===== src/design/iba_pkg.sv =====
// Shared types and constants for the inode and block bitmap allocator.
`timescale 1ns / 1ps
package iba_pkg;

   localparam int WORD_BITS = 32;
   localparam int BIT_W     = 5;
   localparam int SIZE_W    = 32;
   localparam int CSR_W     = 13;
   localparam logic [CSR_W-1:0] CSR_RESET = 13'd3000;

   typedef enum logic [1:0] {
      MODE_ALLOC  = 2'd0,
      MODE_RESIZE = 2'd1,
      MODE_FREE   = 2'd2,
      MODE_NONE   = 2'd3
   } mode_type;

   typedef enum logic [1:0] {
      ST_OK       = 2'd0,
      ST_NO_INODE = 2'd1,
      ST_FULL     = 2'd2,
      ST_REFUSED  = 2'd3
   } status_type;

   typedef enum logic [3:0] {
      S_CLEAR,
      S_IDLE,
      S_AI_RD,
      S_AI_CHK,
      S_RI_RD,
      S_RI_GET,
      S_REL_CHK,
      S_REL_WR,
      S_BM_RD,
      S_BM_GET,
      S_AL_NEED,
      S_AL_SRCH,
      S_EMIT
   } state_type;

   typedef struct packed {
      logic [1:0]        mode;
      logic [6:0]        inode_index;
      logic [SIZE_W-1:0] req_bytes;
   } req_type;

   typedef struct packed {
      logic [1:0]        status;
      logic [6:0]        granted_inode;
      logic              block_valid;
      logic [11:0]       block_number;
      logic [3:0]        slot_number;
      logic [SIZE_W-1:0] stored_size;
      logic              last;
   } rsp_type;

endpackage


===== src/design/iba_ctrl.sv =====
// Request sequencer: inode table and block bitmap read-modify-write, result register.
`timescale 1ns / 1ps
module iba_ctrl #(
   parameter int INODE_COUNT     = 128,
   parameter int DIRECT_SLOTS    = 13,
   parameter int MAX_DATA_BLOCKS = 4096,
   parameter int BLOCK_BYTES     = 512,
   localparam int IA_W  = $clog2(INODE_COUNT),
   localparam int BLK_W = $clog2(MAX_DATA_BLOCKS),
   localparam int WORDS = (MAX_DATA_BLOCKS + iba_pkg::WORD_BITS - 1) / iba_pkg::WORD_BITS,
   localparam int WA_W  = $clog2(WORDS),
   localparam int MAP_W = DIRECT_SLOTS * BLK_W,
   localparam int ROW_W = 1 + iba_pkg::SIZE_W + MAP_W
) (
   input  logic                               clock,
   input  logic                               reset,
   input  logic                               req_valid,
   output logic                               req_stall,
   input  iba_pkg::req_type                   req_data,
   output logic                               rsp_valid,
   input  logic                               rsp_stall,
   output iba_pkg::rsp_type                   rsp_data,
   input  logic                               csr_we,
   input  logic [iba_pkg::CSR_W-1:0]          csr_wdata,
   output logic                               ino_we,
   output logic [IA_W-1:0]                    ino_waddr,
   output logic [ROW_W-1:0]                   ino_wdata,
   output logic [IA_W-1:0]                    ino_raddr,
   input  logic [ROW_W-1:0]                   ino_rdata,
   output logic                               bm_we,
   output logic [WA_W-1:0]                    bm_waddr,
   output logic [iba_pkg::WORD_BITS-1:0]      bm_wdata,
   output logic [WA_W-1:0]                    bm_raddr,
   input  logic [iba_pkg::WORD_BITS-1:0]      bm_rdata
);

   localparam int SL_W  = $clog2(DIRECT_SLOTS + 1);
   localparam int MI_W  = (DIRECT_SLOTS > 1) ? $clog2(DIRECT_SLOTS) : 1;
   localparam int TH_W  = $clog2(DIRECT_SLOTS * BLOCK_BYTES + 1);
   localparam int CLR_N = (INODE_COUNT > WORDS) ? INODE_COUNT : WORDS;
   localparam int CLR_W = $clog2(CLR_N);
   localparam int SW    = iba_pkg::SIZE_W;
   localparam int WB    = iba_pkg::WORD_BITS;

   typedef logic [DIRECT_SLOTS-1:0][BLK_W-1:0] map_type;

   iba_pkg::state_type state_ff, state_in;
   iba_pkg::mode_type  mode_ff, mode_in;
   iba_pkg::status_type st_ff, st_in;
   iba_pkg::rsp_type   rsp_ff, rsp_in;
   logic                      rsp_valid_ff, rsp_valid_in;
   logic [iba_pkg::CSR_W-1:0] count_ff, count_in;
   logic [CLR_W-1:0]          clr_ff, clr_in;
   logic [IA_W-1:0]           ino_ff, ino_in;
   logic [IA_W-1:0]           cnt_ff, cnt_in;
   logic [6:0]                gi_ff, gi_in;
   logic [SW-1:0]             req_size_ff, req_size_in;
   logic [SW-1:0]             size_ff, size_in;
   logic                      used_ff, used_in;
   map_type                   map_ff, map_in;
   logic [SL_W-1:0]           slot_ff, slot_in;
   logic [SL_W-1:0]           ecnt_ff, ecnt_in;
   logic                      extra_ff, extra_in;
   logic [TH_W-1:0]           thr_ff, thr_in;
   logic [WA_W-1:0]           widx_ff, widx_in;
   logic [WB-1:0]             word_ff, word_in;

   logic                      accept, refuse, rsp_load, slot_need, blk, last_res;
   logic                      q_used, found, more;
   logic [SW-1:0]             q_size, lim32, base32, rem32;
   map_type                   q_map;
   logic [MI_W-1:0]           slot_ix, ecnt_ix;
   logic [BLK_W-1:0]          cur_e, new_blk;
   logic [WB-1:0]             mask, free_bits;
   logic [iba_pkg::BIT_W-1:0] found_j;
   logic [31:0]               ino32;

   assign accept    = req_valid && !req_stall;
   assign req_stall = (state_ff != iba_pkg::S_IDLE);
   assign rsp_valid = rsp_valid_ff;
   assign rsp_data  = rsp_ff;
   assign rsp_load  = (state_ff == iba_pkg::S_EMIT) && (!rsp_valid_ff || !rsp_stall);

   assign q_used = ino_rdata[ROW_W-1];
   assign q_size = ino_rdata[ROW_W-2 -: SW];
   assign q_map  = ino_rdata[MAP_W-1:0];

   assign ino32  = 32'(req_data.inode_index);
   assign refuse = (ino32 >= 32'(INODE_COUNT)) ||
                   ((req_data.mode == iba_pkg::MODE_FREE) && (req_data.inode_index == 7'd0));

   assign lim32  = (32'(count_ff) < 32'(MAX_DATA_BLOCKS)) ? 32'(count_ff)
                                                          : 32'(MAX_DATA_BLOCKS);
   assign base32 = 32'(widx_ff) << iba_pkg::BIT_W;
   assign rem32  = (lim32 > base32) ? (lim32 - base32) : 32'd0;
   assign mask   = (rem32 >= 32'(WB)) ? '1 : ((32'd1 << rem32[iba_pkg::BIT_W-1:0]) - 32'd1);
   assign free_bits = ~word_ff & mask;
   assign found  = |free_bits;
   assign more   = (base32 + 32'(WB)) < lim32;

   always_comb begin
      found_j = '0;
      for (int k = WB - 1; k >= 0; k--) begin
         if (free_bits[k]) begin
            found_j = iba_pkg::BIT_W'(k);
         end
      end
   end

   assign new_blk   = BLK_W'(base32 + 32'(found_j));
   assign slot_ix   = MI_W'(slot_ff);
   assign ecnt_ix   = MI_W'(ecnt_ff);
   assign cur_e     = map_ff[slot_ix];
   assign slot_need = (32'(slot_ff) < 32'(DIRECT_SLOTS)) && (size_ff > 32'(thr_ff));
   assign blk       = ecnt_ff < slot_ff;
   assign last_res  = extra_ff ? (ecnt_ff == slot_ff) : (SL_W'(ecnt_ff + 1'b1) == slot_ff);

   // next state
   always_comb begin
      state_in = state_ff;
      case (state_ff)
         iba_pkg::S_CLEAR: begin
            if (32'(clr_ff) == 32'(CLR_N - 1)) state_in = iba_pkg::S_IDLE;
         end
         iba_pkg::S_IDLE: begin
            if (accept) begin
               if (req_data.mode == iba_pkg::MODE_NONE) state_in = iba_pkg::S_IDLE;
               else if (req_data.mode == iba_pkg::MODE_ALLOC) state_in = iba_pkg::S_AI_RD;
               else if (refuse) state_in = iba_pkg::S_EMIT;
               else state_in = iba_pkg::S_RI_RD;
            end
         end
         iba_pkg::S_AI_RD:  state_in = iba_pkg::S_AI_CHK;
         iba_pkg::S_AI_CHK: begin
            if (!q_used || (32'(cnt_ff) == 32'(INODE_COUNT - 1))) state_in = iba_pkg::S_EMIT;
            else state_in = iba_pkg::S_AI_RD;
         end
         iba_pkg::S_RI_RD:  state_in = iba_pkg::S_RI_GET;
         iba_pkg::S_RI_GET: state_in = iba_pkg::S_REL_CHK;
         iba_pkg::S_REL_CHK: begin
            if (slot_need) begin
               if (32'(cur_e) < lim32) state_in = iba_pkg::S_REL_WR;
            end else if (mode_ff == iba_pkg::MODE_FREE) begin
               state_in = iba_pkg::S_EMIT;
            end else begin
               state_in = iba_pkg::S_BM_RD;
            end
         end
         iba_pkg::S_REL_WR:  state_in = iba_pkg::S_REL_CHK;
         iba_pkg::S_BM_RD:   state_in = iba_pkg::S_BM_GET;
         iba_pkg::S_BM_GET:  state_in = iba_pkg::S_AL_NEED;
         iba_pkg::S_AL_NEED: state_in = slot_need ? iba_pkg::S_AL_SRCH : iba_pkg::S_EMIT;
         iba_pkg::S_AL_SRCH: begin
            if (found) state_in = iba_pkg::S_AL_NEED;
            else if (more) state_in = iba_pkg::S_BM_RD;
            else state_in = iba_pkg::S_EMIT;
         end
         iba_pkg::S_EMIT: begin
            if (rsp_load && last_res) state_in = iba_pkg::S_IDLE;
         end
         default: state_in = iba_pkg::S_CLEAR;
      endcase
   end

   // datapath and memory ports
   always_comb begin
      mode_in     = mode_ff;
      st_in       = st_ff;
      clr_in      = clr_ff;
      ino_in      = ino_ff;
      cnt_in      = cnt_ff;
      gi_in       = gi_ff;
      req_size_in = req_size_ff;
      size_in     = size_ff;
      used_in     = used_ff;
      map_in      = map_ff;
      slot_in     = slot_ff;
      ecnt_in     = ecnt_ff;
      extra_in    = extra_ff;
      thr_in      = thr_ff;
      widx_in     = widx_ff;
      word_in     = word_ff;
      count_in    = csr_we ? csr_wdata : count_ff;
      ino_we      = 1'b0;
      ino_waddr   = ino_ff;
      ino_wdata   = {used_ff, size_ff, map_ff};
      ino_raddr   = (state_ff == iba_pkg::S_AI_RD) ? cnt_ff : ino_ff;
      bm_we       = 1'b0;
      bm_waddr    = widx_ff;
      bm_wdata    = word_ff;
      bm_raddr    = (state_ff == iba_pkg::S_BM_RD) ? widx_ff : WA_W'(cur_e >> iba_pkg::BIT_W);
      rsp_in      = rsp_ff;

      case (state_ff)
         iba_pkg::S_CLEAR: begin
            clr_in    = clr_ff + 1'b1;
            ino_we    = 32'(clr_ff) < 32'(INODE_COUNT);
            ino_waddr = IA_W'(clr_ff);
            ino_wdata = {(clr_ff == '0), {SW{1'b0}}, {MAP_W{1'b0}}};
            bm_we     = 32'(clr_ff) < 32'(WORDS);
            bm_waddr  = WA_W'(clr_ff);
            bm_wdata  = '0;
         end
         iba_pkg::S_IDLE: begin
            mode_in     = iba_pkg::mode_type'(req_data.mode);
            ino_in      = IA_W'(ino32);
            gi_in       = req_data.inode_index;
            req_size_in = req_data.req_bytes;
            cnt_in      = '0;
            size_in     = '0;
            slot_in     = '0;
            ecnt_in     = '0;
            extra_in    = 1'b1;
            st_in       = iba_pkg::ST_REFUSED;
         end
         iba_pkg::S_AI_CHK: begin
            cnt_in = cnt_ff + 1'b1;
            if (!q_used) begin
               ino_we    = 1'b1;
               ino_waddr = cnt_ff;
               ino_wdata = {1'b1, {SW{1'b0}}, q_map};
               gi_in     = 7'(cnt_ff);
               st_in     = iba_pkg::ST_OK;
            end else begin
               gi_in = '0;
               st_in = iba_pkg::ST_NO_INODE;
            end
         end
         iba_pkg::S_RI_GET: begin
            used_in = q_used;
            size_in = q_size;
            map_in  = q_map;
            slot_in = '0;
            thr_in  = '0;
         end
         iba_pkg::S_REL_CHK: begin
            if (slot_need) begin
               if (32'(cur_e) >= lim32) begin
                  slot_in = slot_ff + 1'b1;
                  thr_in  = thr_ff + TH_W'(BLOCK_BYTES);
               end
            end else if (mode_ff == iba_pkg::MODE_FREE) begin
               ino_we    = 1'b1;
               ino_wdata = {1'b0, {SW{1'b0}}, map_ff};
               size_in   = '0;
               slot_in   = '0;
               extra_in  = 1'b1;
               st_in     = iba_pkg::ST_OK;
            end else begin
               size_in = req_size_ff;
               slot_in = '0;
               thr_in  = '0;
               widx_in = '0;
            end
         end
         iba_pkg::S_REL_WR: begin
            bm_we    = 1'b1;
            bm_waddr = WA_W'(cur_e >> iba_pkg::BIT_W);
            bm_wdata = bm_rdata & ~(WB'(1) << cur_e[iba_pkg::BIT_W-1:0]);
            slot_in  = slot_ff + 1'b1;
            thr_in   = thr_ff + TH_W'(BLOCK_BYTES);
         end
         iba_pkg::S_BM_GET: word_in = bm_rdata;
         iba_pkg::S_AL_NEED: begin
            if (!slot_need) begin
               bm_we    = 1'b1;
               ino_we   = 1'b1;
               extra_in = (slot_ff == '0);
               st_in    = iba_pkg::ST_OK;
            end
         end
         iba_pkg::S_AL_SRCH: begin
            if (found) begin
               word_in[found_j] = 1'b1;
               map_in[slot_ix]  = new_blk;
               slot_in          = slot_ff + 1'b1;
               thr_in           = thr_ff + TH_W'(BLOCK_BYTES);
            end else begin
               bm_we = 1'b1;
               if (more) begin
                  widx_in = widx_ff + 1'b1;
               end else begin
                  size_in   = SW'(thr_ff);
                  ino_we    = 1'b1;
                  ino_wdata = {used_ff, SW'(thr_ff), map_ff};
                  extra_in  = 1'b1;
                  st_in     = iba_pkg::ST_FULL;
               end
            end
         end
         iba_pkg::S_EMIT: begin
            if (rsp_load) begin
               ecnt_in              = ecnt_ff + 1'b1;
               rsp_in.status        = blk ? iba_pkg::ST_OK : st_ff;
               rsp_in.granted_inode = gi_ff;
               rsp_in.block_valid   = blk;
               rsp_in.block_number  = blk ? 12'(map_ff[ecnt_ix]) : 12'd0;
               rsp_in.slot_number   = blk ? 4'(ecnt_ff) : 4'd0;
               rsp_in.stored_size   = size_ff;
               rsp_in.last          = last_res;
            end
         end
         default: ;
      endcase
   end

   assign rsp_valid_in = rsp_load || (rsp_valid_ff && rsp_stall);

   always_ff @(posedge clock) begin
      if (reset) begin
         state_ff     <= iba_pkg::S_CLEAR;
         clr_ff       <= '0;
         rsp_valid_ff <= 1'b0;
         count_ff     <= iba_pkg::CSR_RESET;
         slot_ff      <= '0;
      end else begin
         state_ff     <= state_in;
         clr_ff       <= clr_in;
         rsp_valid_ff <= rsp_valid_in;
         count_ff     <= count_in;
         slot_ff      <= slot_in;
      end
      mode_ff     <= mode_in;
      st_ff       <= st_in;
      rsp_ff      <= rsp_in;
      ino_ff      <= ino_in;
      cnt_ff      <= cnt_in;
      gi_ff       <= gi_in;
      req_size_ff <= req_size_in;
      size_ff     <= size_in;
      used_ff     <= used_in;
      map_ff      <= map_in;
      ecnt_ff     <= ecnt_in;
      extra_ff    <= extra_in;
      thr_ff      <= thr_in;
      widx_ff     <= widx_in;
      word_ff     <= word_in;
   end

   a_no_rsp_in_clear: assert property (@(posedge clock) disable iff (reset)
      (state_ff == iba_pkg::S_CLEAR) |-> !rsp_valid_ff)
      else $error("result presented during clearing pass");

   a_slot_bound: assert property (@(posedge clock) disable iff (reset)
      32'(slot_ff) <= 32'(DIRECT_SLOTS))
      else $error("slot counter beyond direct limit");

   a_found_in_range: assert property (@(posedge clock) disable iff (reset)
      ((state_ff == iba_pkg::S_AL_SRCH) && found) |-> ((base32 + 32'(found_j)) < lim32))
      else $error("allocated block beyond usable count");

   a_busy_after_accept: assert property (@(posedge clock) disable iff (reset)
      (accept && (req_data.mode != iba_pkg::MODE_NONE)) |=> (state_ff != iba_pkg::S_IDLE))
      else $error("request accepted but not processed");

endmodule


===== config.mk =====
export PLATFORM = sky130hd
export DESIGN_NAME = iba_ctrl
export DESIGN_NICKNAME = d
export VERILOG_FILES = /design/src/design/iba_pkg.sv /design/src/design/iba_ctrl.sv
export SDC_FILE = /design/constraint.sdc
export NUM_CORES = 1
export LEC_CHECK = 0
export BUFFER_PORTS_ARGS = -buffer_cell sky130_fd_sc_hd__buf_2
export CAP_MARGIN = 10
export CORE_MARGIN = 2
export CORE_UTILIZATION = 25
export DETAILED_ROUTE_END_ITERATION = 6
export PLACE_DENSITY = 0.41
export RECOVER_POWER = 100
export SLEW_MARGIN = 20
export SYNTH_ARGS = -nofsm -noshare
export SYNTH_HDL_FRONTEND = slang
export SYNTH_SLANG_ARGS = --single-unit

===== constraint.sdc =====
create_clock -name clock -period 8.22 [get_ports clock]
set_clock_uncertainty 0.15 [all_clocks]
set_input_delay 0 -clock clock [delete_from_list [all_inputs] [get_ports clock]]
set_output_delay 0 -clock clock [all_outputs]
set_load 0.03 [all_outputs]

Word level (Yosys, flattened, before mapping)
Cells that the tools add are included.
Operators by class
  equality and inequality tests: 35
  muxes and demuxes: 121
  magnitude comparators: 15
  shift-type cells: 2
  $add $sub $neg: 10
  reductions and logical operators: 46
  bitwise logic cells: 5
Operators with widths (count)
  189-bit case mux with 4 select lines: 1
  189-bit 2-to-1 mux: 3
  188-bit 2-to-1 mux: 2
  156-bit case mux with 2 select lines: 1
  32-bit 2-to-1 mux: 7
  5-bit 2-to-1 mux: 32
  156-bit bitwise mux: 1
  156-bit 2-to-1 mux: 1
  32-bit case mux with 2 select lines: 2
  32-bit case mux with 4 select lines: 1
  12-bit binary-select mux with 4-bit select: 2
  7-bit case mux with 2 select lines: 5
  13-bit 2-to-1 mux: 5
  32-bit AND: 2
  32-bit inverter: 2
  1-bit by 5-bit << shifter with 32-bit output, first input constant: 2
  7-bit 2-to-1 mux: 8
  4-bit 2-to-1 mux: 13
  13-bit case mux with 4 select lines: 1
  12-bit demux with 4-bit select: 1
  4-bit case mux with 12 select lines: 1
  12-bit 2-to-1 mux: 3
  32-bit by 6-bit >= comparator with 1-bit output, second input constant: 1
  32-bit by 13-bit greater-than comparator with 1-bit output: 1
  other kinds (57): 136
Storage, ports and cells
  flip-flop bits (word level): 391
  output and inout port bits: 312

Longest topological paths before layout
Gate-level depths: netlist of the first run.
  depth after elaboration: 47
  depth in mapped cells: 29

Worst setup path after synthesis of the first run
Ideal clock, no wire load.
  path kind: register to register
  from: register count_ff[12] (netlist bit)
  to: register size_ff[0] (enable)
  arrival: 5.924 ns
  path buffers: 6
  setup time: 0.388 ns
  path slack: 1.758 ns
  required time: 7.682 ns
  cell stages (with the launch flop): 26
  cells stage by stage: dfxtp_1 -> buf_4 -> inv_1 -> clkbuf_1 -> nand2_1 -> inv_1 -> ha_1 -> clkbuf_1 -> nand3_1 -> a31oi_2 -> o21ai_0 -> a21oi_2 -> clkbuf_1 -> nand4_1 -> ha_1 -> clkbuf_1 -> o31ai_1 -> xnor2_1 -> a31oi_1 -> a221o_1 -> or3_4 -> or3_1 -> buf_2 -> nor3_4 -> a21o_1 -> a21o_1
Between the ends
  word-level cells in the longest chain between the ends: 11
  elaborated cells between the ends (all ways): 15
RTL lines
  start: declaration: RTL line iba_ctrl.sv:52  | logic [iba_pkg::CSR_W-1:0] count_ff, count_in;
  start signal: assignment: RTL line iba_ctrl.sv:314  | count_ff <= iba_pkg::CSR_RESET;
  start signal: assignment: RTL line iba_ctrl.sv:320  | count_ff <= count_in;
  13-bit < comparator: RTL line iba_ctrl.sv:92  | assign lim32 = (32'(count_ff) < 32'(MAX_DATA_BLOCKS)) ? 32'(count_ff)
  13-bit 2-to-1 mux *: RTL line iba_ctrl.sv:92
  13-bit by 12-bit subtractor with 14-bit output / 13-bit by 12-bit greater-than comparator with 1-bit output (equally long branches): RTL line iba_ctrl.sv:95  | assign rem32 = (lim32 > base32) ? (lim32 - base32) : 32'd0;
  32-bit 2-to-1 mux: RTL line iba_ctrl.sv:95
  1-bit by 5-bit << shifter with 32-bit output: RTL line iba_ctrl.sv:96  | assign mask = (rem32 >= 32'(WB)) ? '1 : ((32'd1 << rem32[iba_pkg::BIT_W-1:0]) - 32'd1);
  32-bit by 1-bit subtractor with 32-bit output: RTL line iba_ctrl.sv:96
  32-bit 2-to-1 mux: RTL line iba_ctrl.sv:96
  32-bit AND: RTL line iba_ctrl.sv:97  | assign free_bits = ~word_ff & mask;
  32-bit OR reduction: RTL line iba_ctrl.sv:98  | assign found = |free_bits;
  2-bit inequality test (no line)
  4-bit AND reduction (no line) *
  end signal: assignment: RTL line iba_ctrl.sv:330  | size_ff <= size_in;
  end: declaration: RTL line iba_ctrl.sv:58  | logic [SW-1:0] size_ff, size_in;
Every way passes the cells marked *; elsewhere a longest branch is shown, timed or not.
A chain may end at the register's enable or synchronous reset.

Worst setup path in the final report of the first run
  from: register state_ff[0]
  to: output port ino_wdata[148]
Between the ends
  word-level cells in the longest chain between the ends: 2
  elaborated cells between the ends (all ways): 5
RTL lines
  start: declaration: RTL line iba_ctrl.sv:47  | iba_pkg::state_type state_ff, state_in;
  start signal: assignment: RTL line iba_ctrl.sv:311  | state_ff <= iba_pkg::S_CLEAR;
  start signal: assignment: RTL line iba_ctrl.sv:317  | state_ff <= state_in;
  4-bit equality test, or another cell as far along: RTL line iba_ctrl.sv:194  | case (state_ff)
  189-bit case mux with 4 select lines *: RTL line iba_ctrl.sv:194
  end: declaration: RTL line iba_ctrl.sv:27  | output logic [ROW_W-1:0] ino_wdata,
Marks and branches as above.

==> flow_results.org, run 1 <==
** Power and ir drop
- Switching power as a share of total power :: 0.262
- Dividing total power by cell area gives a power density of 141 nW/um2.
- Clock share of power :: 0.425
- Flop pwr share :: 0.451
- Standby leakage power :: 11.9 nW
- Sw power :: 1.23 mW
- The internal power of the cells totals ~3.5 mW.
- The worst-case IR drop observed on VDD is ~0.00013 V.
- Of the total power, combinational logic draws 0.124.
- Overall power consumption after layout is estimated at roughly 4.7 mW.

** Logic synthesis
- Share of the synthesized area in the top cell type :: 0.428
- Synth Area per Inst :: between 9 and 10 um2
- For this run, the register share of the synthesized area comes to 0.452.
- Counting every net in the synthesized netlist gives about 3000.
- Post-synth EDFFs :: 353
- Count of state elements after synthesis :: 382
- Library cell with the largest summed area after synthesis :: edfxtp_1
- The most used flip-flop cell after synthesis is edfxtp_1.
- Synthesis Warnings :: 0
- Largest cells by area after synthesis :: edfxtp_1, nand2_1, o21ai_0, mux4_2, clkbuf_1
- Cells after synthesis :: approximately 2600
- Distinct cell type count after synthesis :: around 90
- In this run the cell area of the synthesized design comes to 24700 um2.
- Synth async-reset ratio :: 0

** Timing
- Finish-stage setup viols :: 0
- Summed negative setup slack over all endpoints :: 0 ns
- Number of hold violations in the final report :: 0
- Worst hold slack across all endpoints :: roughly 0.028 ns
- In this run the tightest slew margin relative to its limit is -1.78.
- The smallest clock period supported by the final layout is computed as 7.43 ns.
- Dividing the final minimum period by the clock period gives 0.904.
- The number of slew-limit violations in the final report is approximately 500.
- For the pin with the worst max-slew slack, the measured transition is 4.18 ns.
- Maximum achievable frequency :: 135 MHz
- Setup repair after global routing left no endpoint under its margin.

** Route
- In the final routed layout, each cell accounts on average for about 26 um.
- Number of DRC violations after detailed-routing iteration 0 :: 2387
- The pre-antenna-repair detailed-routing pass consisted of 6 iterations.
- In the routed design, unresolved DRC markers number 0.
- Vias :: roughly 25000
- The count of nets left with antenna violations once routing finished came out at 0.
- Total wire length after detailed routing :: between 100 and 150 mm
- Using the TritonRoute via totals, the vias-per-cell ratio works out to approximately 5.2.

** Critical path
- In this run the register-to-register setup slack is ~0.85 ns.
- In this run the critical register-to-register path is captured at word_ff[1].
- Setup crit end kind :: output pin
- Data on the critical path arrives at its endpoint at 7.28 ns.
- Critical path type :: register to output pin
- Crit path launch type :: register
- Worst-case reg-to-reg path depth :: 22
- Start of the worst register-to-register path :: count_ff[12]
- Of all nets on the critical path, the largest fanout is 67.
- Required time at the endpoint of the critical path :: just over 8 ns
- The most critical setup path has its endpoint at ino_wdata[148].
- Crit. Startpoint :: state_ff[0]

** Global route
- The number of global-route vias before repair came to 24797.
- After global routing, the most crowded layer is met2.
- Antenna violations before repair :: 11
- Global-route wire length before repair :: between 150 and 200 mm
- Overall Global Routing Usage :: 0.240
- Entering global routing, the biggest net connects ~240 pins.
- Grt ovf :: 0
- In the global route stage, met1 resource usage came out at 0.321.
- For this run, global-route usage on met2 was measured as 0.401.
- For this run, global-route usage on met3 was measured as 0.0375.

** CTS
- The clock passes through at most 3 buffers.
- For this design, the sink count on the clock tree is about 380.
- The later pin in the worst-skew pair is clocked with a latency of between 0.6 and 0.7 ns.
- The tree is rooted in a clkbuf_16.
- CTS built an H-tree with a depth of 2.
- CTS tree :: yes
- After clock tree synthesis, the clock-pin slew on the worst setup and hold paths is around 0.06 ns.
- Buffers inserted by post-CTS timing repair :: 0
- Total clock buffers created by CTS :: between 40 and 50
- Once the clock tree was built, the resizer swapped 0 gates to a different size.

** Die
- Die W :: ~320 um
- The die covers approximately 100000 um2.
- Die Span Y :: 319 um
- Num ports :: 592
- Std-Cell Rows :: ~120
- For this configuration, the core starts out at a cell density of 0.252.
- Std-Cell Core Area :: about 100000 um2

** Outcome
- The final reports fail on max-capacitance violations, max-slew violations.
- Result of the run :: complete, but fails checks

** Final layout
- Final standard cell area without fillers :: ~33000 um2
- After filler insertion, the fill cell instance count of the layout stands at 10447.
- The final layout contains between 3000 and 4000 nets.
- Fraction of layout cells with a size suffix above 1 :: 0.145
- Area delta synth->final :: 34.8%
- Fin util :: 0.339

** Place
- Once detailed placement completed, the half-perimeter wirelength came to about 95 mm.
- Total placed instance area :: about 29000 um2
- Final RePlAce weighted congestion :: 0.931
- Buffers placed on the I/O ports in this run total 591.

** Hold path
- The path class of the tightest hold or removal check is primary input to register.

** Run
- Count of max-cap constraint violations :: 11
==> per-layer routing <==
metal	vias to the layer above	share of wire	wire, um
met3	169	0.069	8700
met2	1114	0.47	59800
met5	-	0.00010	13
met4	2	0.030	3740
met1	12280	0.43	54300
li1	11490	-	-
==> worst max-delay path, cell delays in order, from the launching register on <==
cell and delay, ns:
dfxtp_1 0.31, clkbuf_1 0.87, nor2_1 0.07, nand2_1 2.09, clkbuf_1 1.94, nand2_1 0.65
o21ai_0 0.35, clkbuf_1 0.33
==> power by group through the flow <==
| stage | sequential, mW | combinational (mW) | clock, mW |
|---|---|---|---|
| floorplan | 2.16 | 0.228 | 0 |
| global placement | 2.17 | 0.460 | 0 |
| detailed placement | 2.16 | 0.453 | 0 |
| CTS | 2.12 | 0.584 | 2.05 |
| global route | 2.12 | 0.625 | 2.12 |
| finish | 2.12 | 0.584 | 2.00 |
==> cell usage in the layout, fill, tap and decap left out, types with 9 or more instances in the layout <==
cell type,n
nand2_1,588
o21ai_0,422
edfxtp_1,353
clkbuf_1,351
dlygate4sd3_1,336
buf_2,281
nor2_1,128
a21oi_1,85
mux4_2,72
nand3_1,66
nor2b_1,51
clkbuf_16,50
inv_1,49
mux2i_1,49
a22o_1,49
ha_1,46
buf_4,41
o31ai_1,38
dfxtp_1,28
and3_1,24
xnor2_1,22
clkinv_1,20
nand2b_1,19
a221o_1,18
a311oi_1,18
nor3_1,17
a221oi_1,17
nand4_1,16
o211ai_1,15
a22oi_1,15
nor4_1,13
and2_1,12
a31oi_1,12
a211oi_1,12
a21o_1,11
or3_1,11
xor2_1,9
==> flip-flops by register name, indices dropped and copies added (netlist names) <==
signal / count
map_ff: 156
word_ff: 32
cnt_ff: 7
extra_ff: 1
req_size_ff: 32
st_ff: 2
gi_ff: 7
state_ff: 4
mode_ff: 2
thr_ff: 4
clr_ff: 7
size_ff: 32
ino_ff: 7
used_ff: 1
ecnt_ff: 4
rsp_data: 59
widx_ff: 7
count_ff: 13
slot_ff: 4
rsp_valid: 1
==> final cells by class <==
| cell class | count | area, um2 | share of cell area |
|---|---|---|---|
| diodes | 5 | 12.5 | 0.000375 |
| repair buffers | 1005 | 6390 | 0.192 |
| clock inverters | 28 | 149 | 0.00446 |
| flip-flops and latches | 382 | 11200 | 0.335 |
| well taps | 1287 | 1610 | 0.0483 |
| clock buffers | 59 | 1280 | 0.0385 |
| multi-input cells | 1996 | 12500 | 0.375 |
| inverters | 54 | 203 | 0.00608 |
==> Yosys cell counts, drive strengths merged, types with 14 or more instances <==
cell type,n
nor3,21
o21ai,428
nand2,590
nand2b,19
nor2b,51
mux4,72
o211ai,15
nand3,67
clkbuf,174
dfxtp,29
xnor2,22
a22o,49
a311oi,18
nor2,129
nor4,14
a211oi,14
a221o,18
a21oi,88
buf,41
mux2i,49
nand4,16
edfxtp,353
o31ai,39
and3,26
and2,18
inv,51
a221oi,18
a22oi,15
ha,46
==> what timing repair did <==
action                                  CTS  global route
endpoints found under the hold margin   317             0
endpoints found under the setup margin    0             0
hold buffers                            336             0
==> how the worst min path moves through the flow <==
stage	start	endpoint	slack [ns]	depth (start not counted)
2_1_floorplan	req_data[32]	ino_ff[0]	-0.05	0
5_1_grt	req_data[6]	req_size_ff[6]	0.02	2
3_5_place_dp	req_data[20]	req_size_ff[20]	0.03	1
3_3_place_gp	req_data[2]	req_size_ff[2]	0.03	1
6_report	req_data[6]	req_size_ff[6]	0.03	2
4_1_cts	req_data[6]	req_size_ff[6]	0.003	2
==> cells by family (layout without fill, tap and decap cells) <==
kind of cell             count (synthesis)  in the layout  synth area share
other                                    0              5                 0
XOR/XNOR                                31             31            0.0110
adder cells (fa/ha/maj)                 49             49            0.0249
flip-flops                             382            382             0.452
multiplexers                           131            131            0.0899
AO/OA/AOI/OAI                          789            789             0.198
AND/OR/NAND/NOR                        996            996             0.181
buffers and inverters                  269           1146            0.0430
==> per-stage QoR <==
| step | setup slack, ns | std cells |
|---|---|---|
| after CTS | 1.22 | 4811 |
| final | 0.790 | 4816 |
| after floorplan | 1.76 | 2647 |
| after global routing | 0.355 | 4811 |
| after global placement | 1.85 | 4388 |
| after detailed placement | 1.79 | 4388 |
Note: power is estimated with default switching activity, not from simulation.
==> run 2: changes to the inputs <==
--- a/config.mk
+++ b/config.mk
@@ -10,7 +10,7 @@
 export CORE_MARGIN = 2
 export CORE_UTILIZATION = 25
 export DETAILED_ROUTE_END_ITERATION = 6
-export PLACE_DENSITY = 0.41
+export PLACE_DENSITY_LB_ADDON = 0.08
 export RECOVER_POWER = 100
 export SLEW_MARGIN = 20
 export SYNTH_ARGS = -nofsm -noshare
==> run 2 against run 1 <==
The run still ends with max-capacitance violations, max-slew violations left. Hold slack improved by 0.040 ns. Worst setup slack got worse by 0.083 ns. Critical path depth fell by 1. Cell count fell by 0.17%. Critical endpoint is now ino_wdata[91]. Largest cell class unchanged.
==> flow_results.org, run 2 (synthesized netlist as in run 1, its figures left out) <==
** Die
- Std-Cell Rows :: 115
- The initial utilization of the core area, before any placement, comes to 0.252.
- The die is 319 um wide.
- The floorplan step defined a core boundary enclosing a little under 100000 um2.
- The die covers 102000 um2.
- Die Span Y :: roughly 320 um
- Num ports :: about 600

** Final layout
- The multi-input combinational cells in the finished layout cover a total of ~13000 um2.
- Most frequent standard cell in the layout excluding fill and tap cells :: nand2_1
- The register with the most flip-flops in the layout has around 160 of them.
- The top cell types in the final layout, fill and taps aside, are nand2_1, o21ai_0, clkbuf_1.
- The layout has ~10000 filler cells.
- Storage element area :: around 11000 um2
- The final layout contains roughly 3800 nets.
- Register bank with the most flops :: map_ff
- In the final layout, the share of cells above drive strength 1 is 0.142.
- Area delta synth->final :: 35.2%

** Global route
- met2 is the most crowded layer.
- The number of antenna violations at the first check in global routing was 3.
- Met1 track demand over resource :: 0.316
- Entering global routing, the biggest net connects about 250 pins.
- For this run the aggregate overflow at the end of global routing stands at 0.
- Global-route wire length before repair :: 183 mm
- Overall Global Routing Usage :: 0.244
- GR Util met3 :: 0.0377
- Vias in the first global route :: between 20000 and 30000
- For this run, global-route usage on met2 was measured as 0.418.

** Timing
- Summed over all failing endpoints, the final setup total negative slack is 0 ns.
- Maximum achievable frequency :: between 100 and 150 MHz
- Rel. slew slack :: -1.50
- Setup repair after global routing left no endpoint under its margin.
- For the pin with the worst max-slew slack, the measured transition is 3.74 ns.
- For the finished layout, the period the worst path requires is around 7.5 ns.
- Number of hold violations in the final report :: 0
- The number of slew-limit violations in the final report is around 430.
- Final cycle utilization of the critical path :: 0.914
- Finish-stage setup viols :: 0

** Outcome
- The final reports fail on max-capacitance violations, max-slew violations.
- The flow ran to the end, but the final reports show violations.

** Route
- After detailed routing, the average wire length per cell comes to around 27 um.
- In this run the remaining antenna-violating nets after routing total 0.
- Summing over every cut layer, the via total after detailed routing is between 20000 and 30000.
- Number of DRC violations after detailed-routing iteration 0 :: 2328
- In the routed design, unresolved DRC markers number 0.
- The pre-antenna-repair detailed-routing pass consisted of 5 iterations.
- In the routed layout, each cell is associated on average with a via count of between 5 and 6.
- Summed over all layers, the routed wires come to 128 mm.

** Power and ir drop
- Switching power as a share of total power :: 0.261
- The share of total power dissipated in the clock network is 0.431.
- The worst-case IR drop observed on VDD is 0.000120 V.
- The share of total power dissipated in sequential elements is 0.443.
- The share of total power dissipated in combinational logic is 0.126.
- Final total power :: 4.80 mW
- Sw power :: between 1 and 1.5 mW
- Dividing total power by cell area gives a power density of between 100 and 150 nW/um2.
- The analysis attributes to cell leakage a power of 11.9 nW.
- Cell internal power was estimated by the tool at between 3 and 4 mW.

** Critical path
- Of all nets on the critical path, the largest fanout is roughly 70.
- Data on the critical path arrives at its endpoint at around 7.4 ns.
- STA puts the critical path data required time at between 8 and 9 ns.
- Flop-to-flop setup slack :: 0.75 ns
- Critical path type :: register to output pin
- Endpoint of the worst-slack reg-to-reg timing path :: word_ff[0]
- Worst-case reg-to-reg path depth :: 22
- Start of the worst register-to-register path :: count_ff[12]
- STA classifies the critical path startpoint as a register.
- Crit. Startpoint :: state_ff[1]
- STA classifies the critical path endpoint as an output pin.

** Place
- Detailed placement finished with a half-perimeter wire length of slightly below 100 mm.
- Number of I/O port buffers :: 591
- At the end of routability-driven placement, the weighted congestion stood at about 0.91.

** Run
- Count of max-cap constraint violations :: 10

** Hold path
- The worst hold path begins at req_data[39].
- The worst hold path passes through 2 cells.
- The path with the worst hold slack has its endpoint at mode_ff[0].
- Hold/Removal Path Class :: primary input to register

** CTS
- Counting the buffers created by CTS gives 49.
- Resized cells post-CTS :: 0
- For the worst-skew pair, the clock arrives at the later sink with an insertion delay of around 0.60 ns.
- Max H-tree Level :: 2
- No sink is reached through more buffers than the 3 on the longest clock path.
- Clock net sink count :: between 300 and 400
- Root Buffer :: clkbuf_16
- Buffers inserted by post-CTS timing repair :: 0
- Count of hold-fix buffers inserted at cts :: roughly 350
- CTS tree :: yes
- Clock input transition at the sequential cells of the worst setup and hold paths :: 0.06 ns
run 2: cell count changes in the layout (fill, tap and decap cells not counted), sizes merged:
cell         previous run  this run
buf                   323       313
clkbuf                405       407
inv                    52        56
bufinv                  0         2
dlygate4sd3           336       346
clkinvlp                6         2
clkinv                 24        16
diode                   5         1
run 2: power by group through the flow:
stage / clock (mW) / combinational, mW / sequential [mW]
5_1_grt: 2.20 / 0.646 / 2.12
6_report: 2.07 / 0.605 / 2.12
4_1_cts: 2.12 / 0.612 / 2.12
2_1_floorplan: 0 / 0.228 / 2.16
3_3_place_gp: 0 / 0.477 / 2.16
3_5_place_dp: 0 / 0.477 / 2.16
run 2: worst max-delay path: stages (launching register included):
cell and delay, ns:
dfxtp_1 0.82, nor2_1 0.30, nand2_1 1.77, clkbuf_1 2.60
nand2_1 0.49, o21ai_0 0.37, clkbuf_1 0.35
run 2: metal layers:
metal | vias up | share of wire
li1 | 11474 | -
met1 | 12481 | 0.42
met2 | 1058 | 0.49
met3 | 176 | 0.066
met4 | 0 | 0.031
met5 | - | 0
run 2: metrics by stage:
stage           util  instance area (um2)  std cells  hold slack [ns]  setup slack [ns]
4_1_cts        0.347                34100       4807          0.00938             0.998
2_1_floorplan      -                24700       2647          -0.0511              1.76
3_5_place_dp   0.296                29100       4376           0.0286              1.50
6_report       0.340                33400       4808           0.0674             0.707
5_1_grt        0.340                33400       4807           0.0719             0.257
3_3_place_gp   0.296                29100       4376           0.0299              1.60
run 2: layout make-up:
cell class | count | share of cell area
well taps | 1287 | 0.0481
clock buffers | 63 | 0.0382
multi-input cells | 1996 | 0.374
repair buffers | 1003 | 0.193
flip-flops and latches | 382 | 0.334
diodes | 1 | 0.0000748
clock inverters | 22 | 0.00625
inverters | 54 | 0.00606
run 2: how the worst max path moves through the flow:
| stage | slack (ns) | cells after the start | end |
|---|---|---|---|
| after global placement | 1.60 | 21 | map_ff[154] |
| final | 0.71 | 6 | ino_wdata[91] |
| after CTS | 1.0 | 20 | ino_wdata[165] |
| after detailed placement | 1.50 | 20 | map_ff[145] |
| after global routing | 0.26 | 6 | ino_wdata[127] |
| after floorplan | 1.76 | 25 | size_ff[0] |
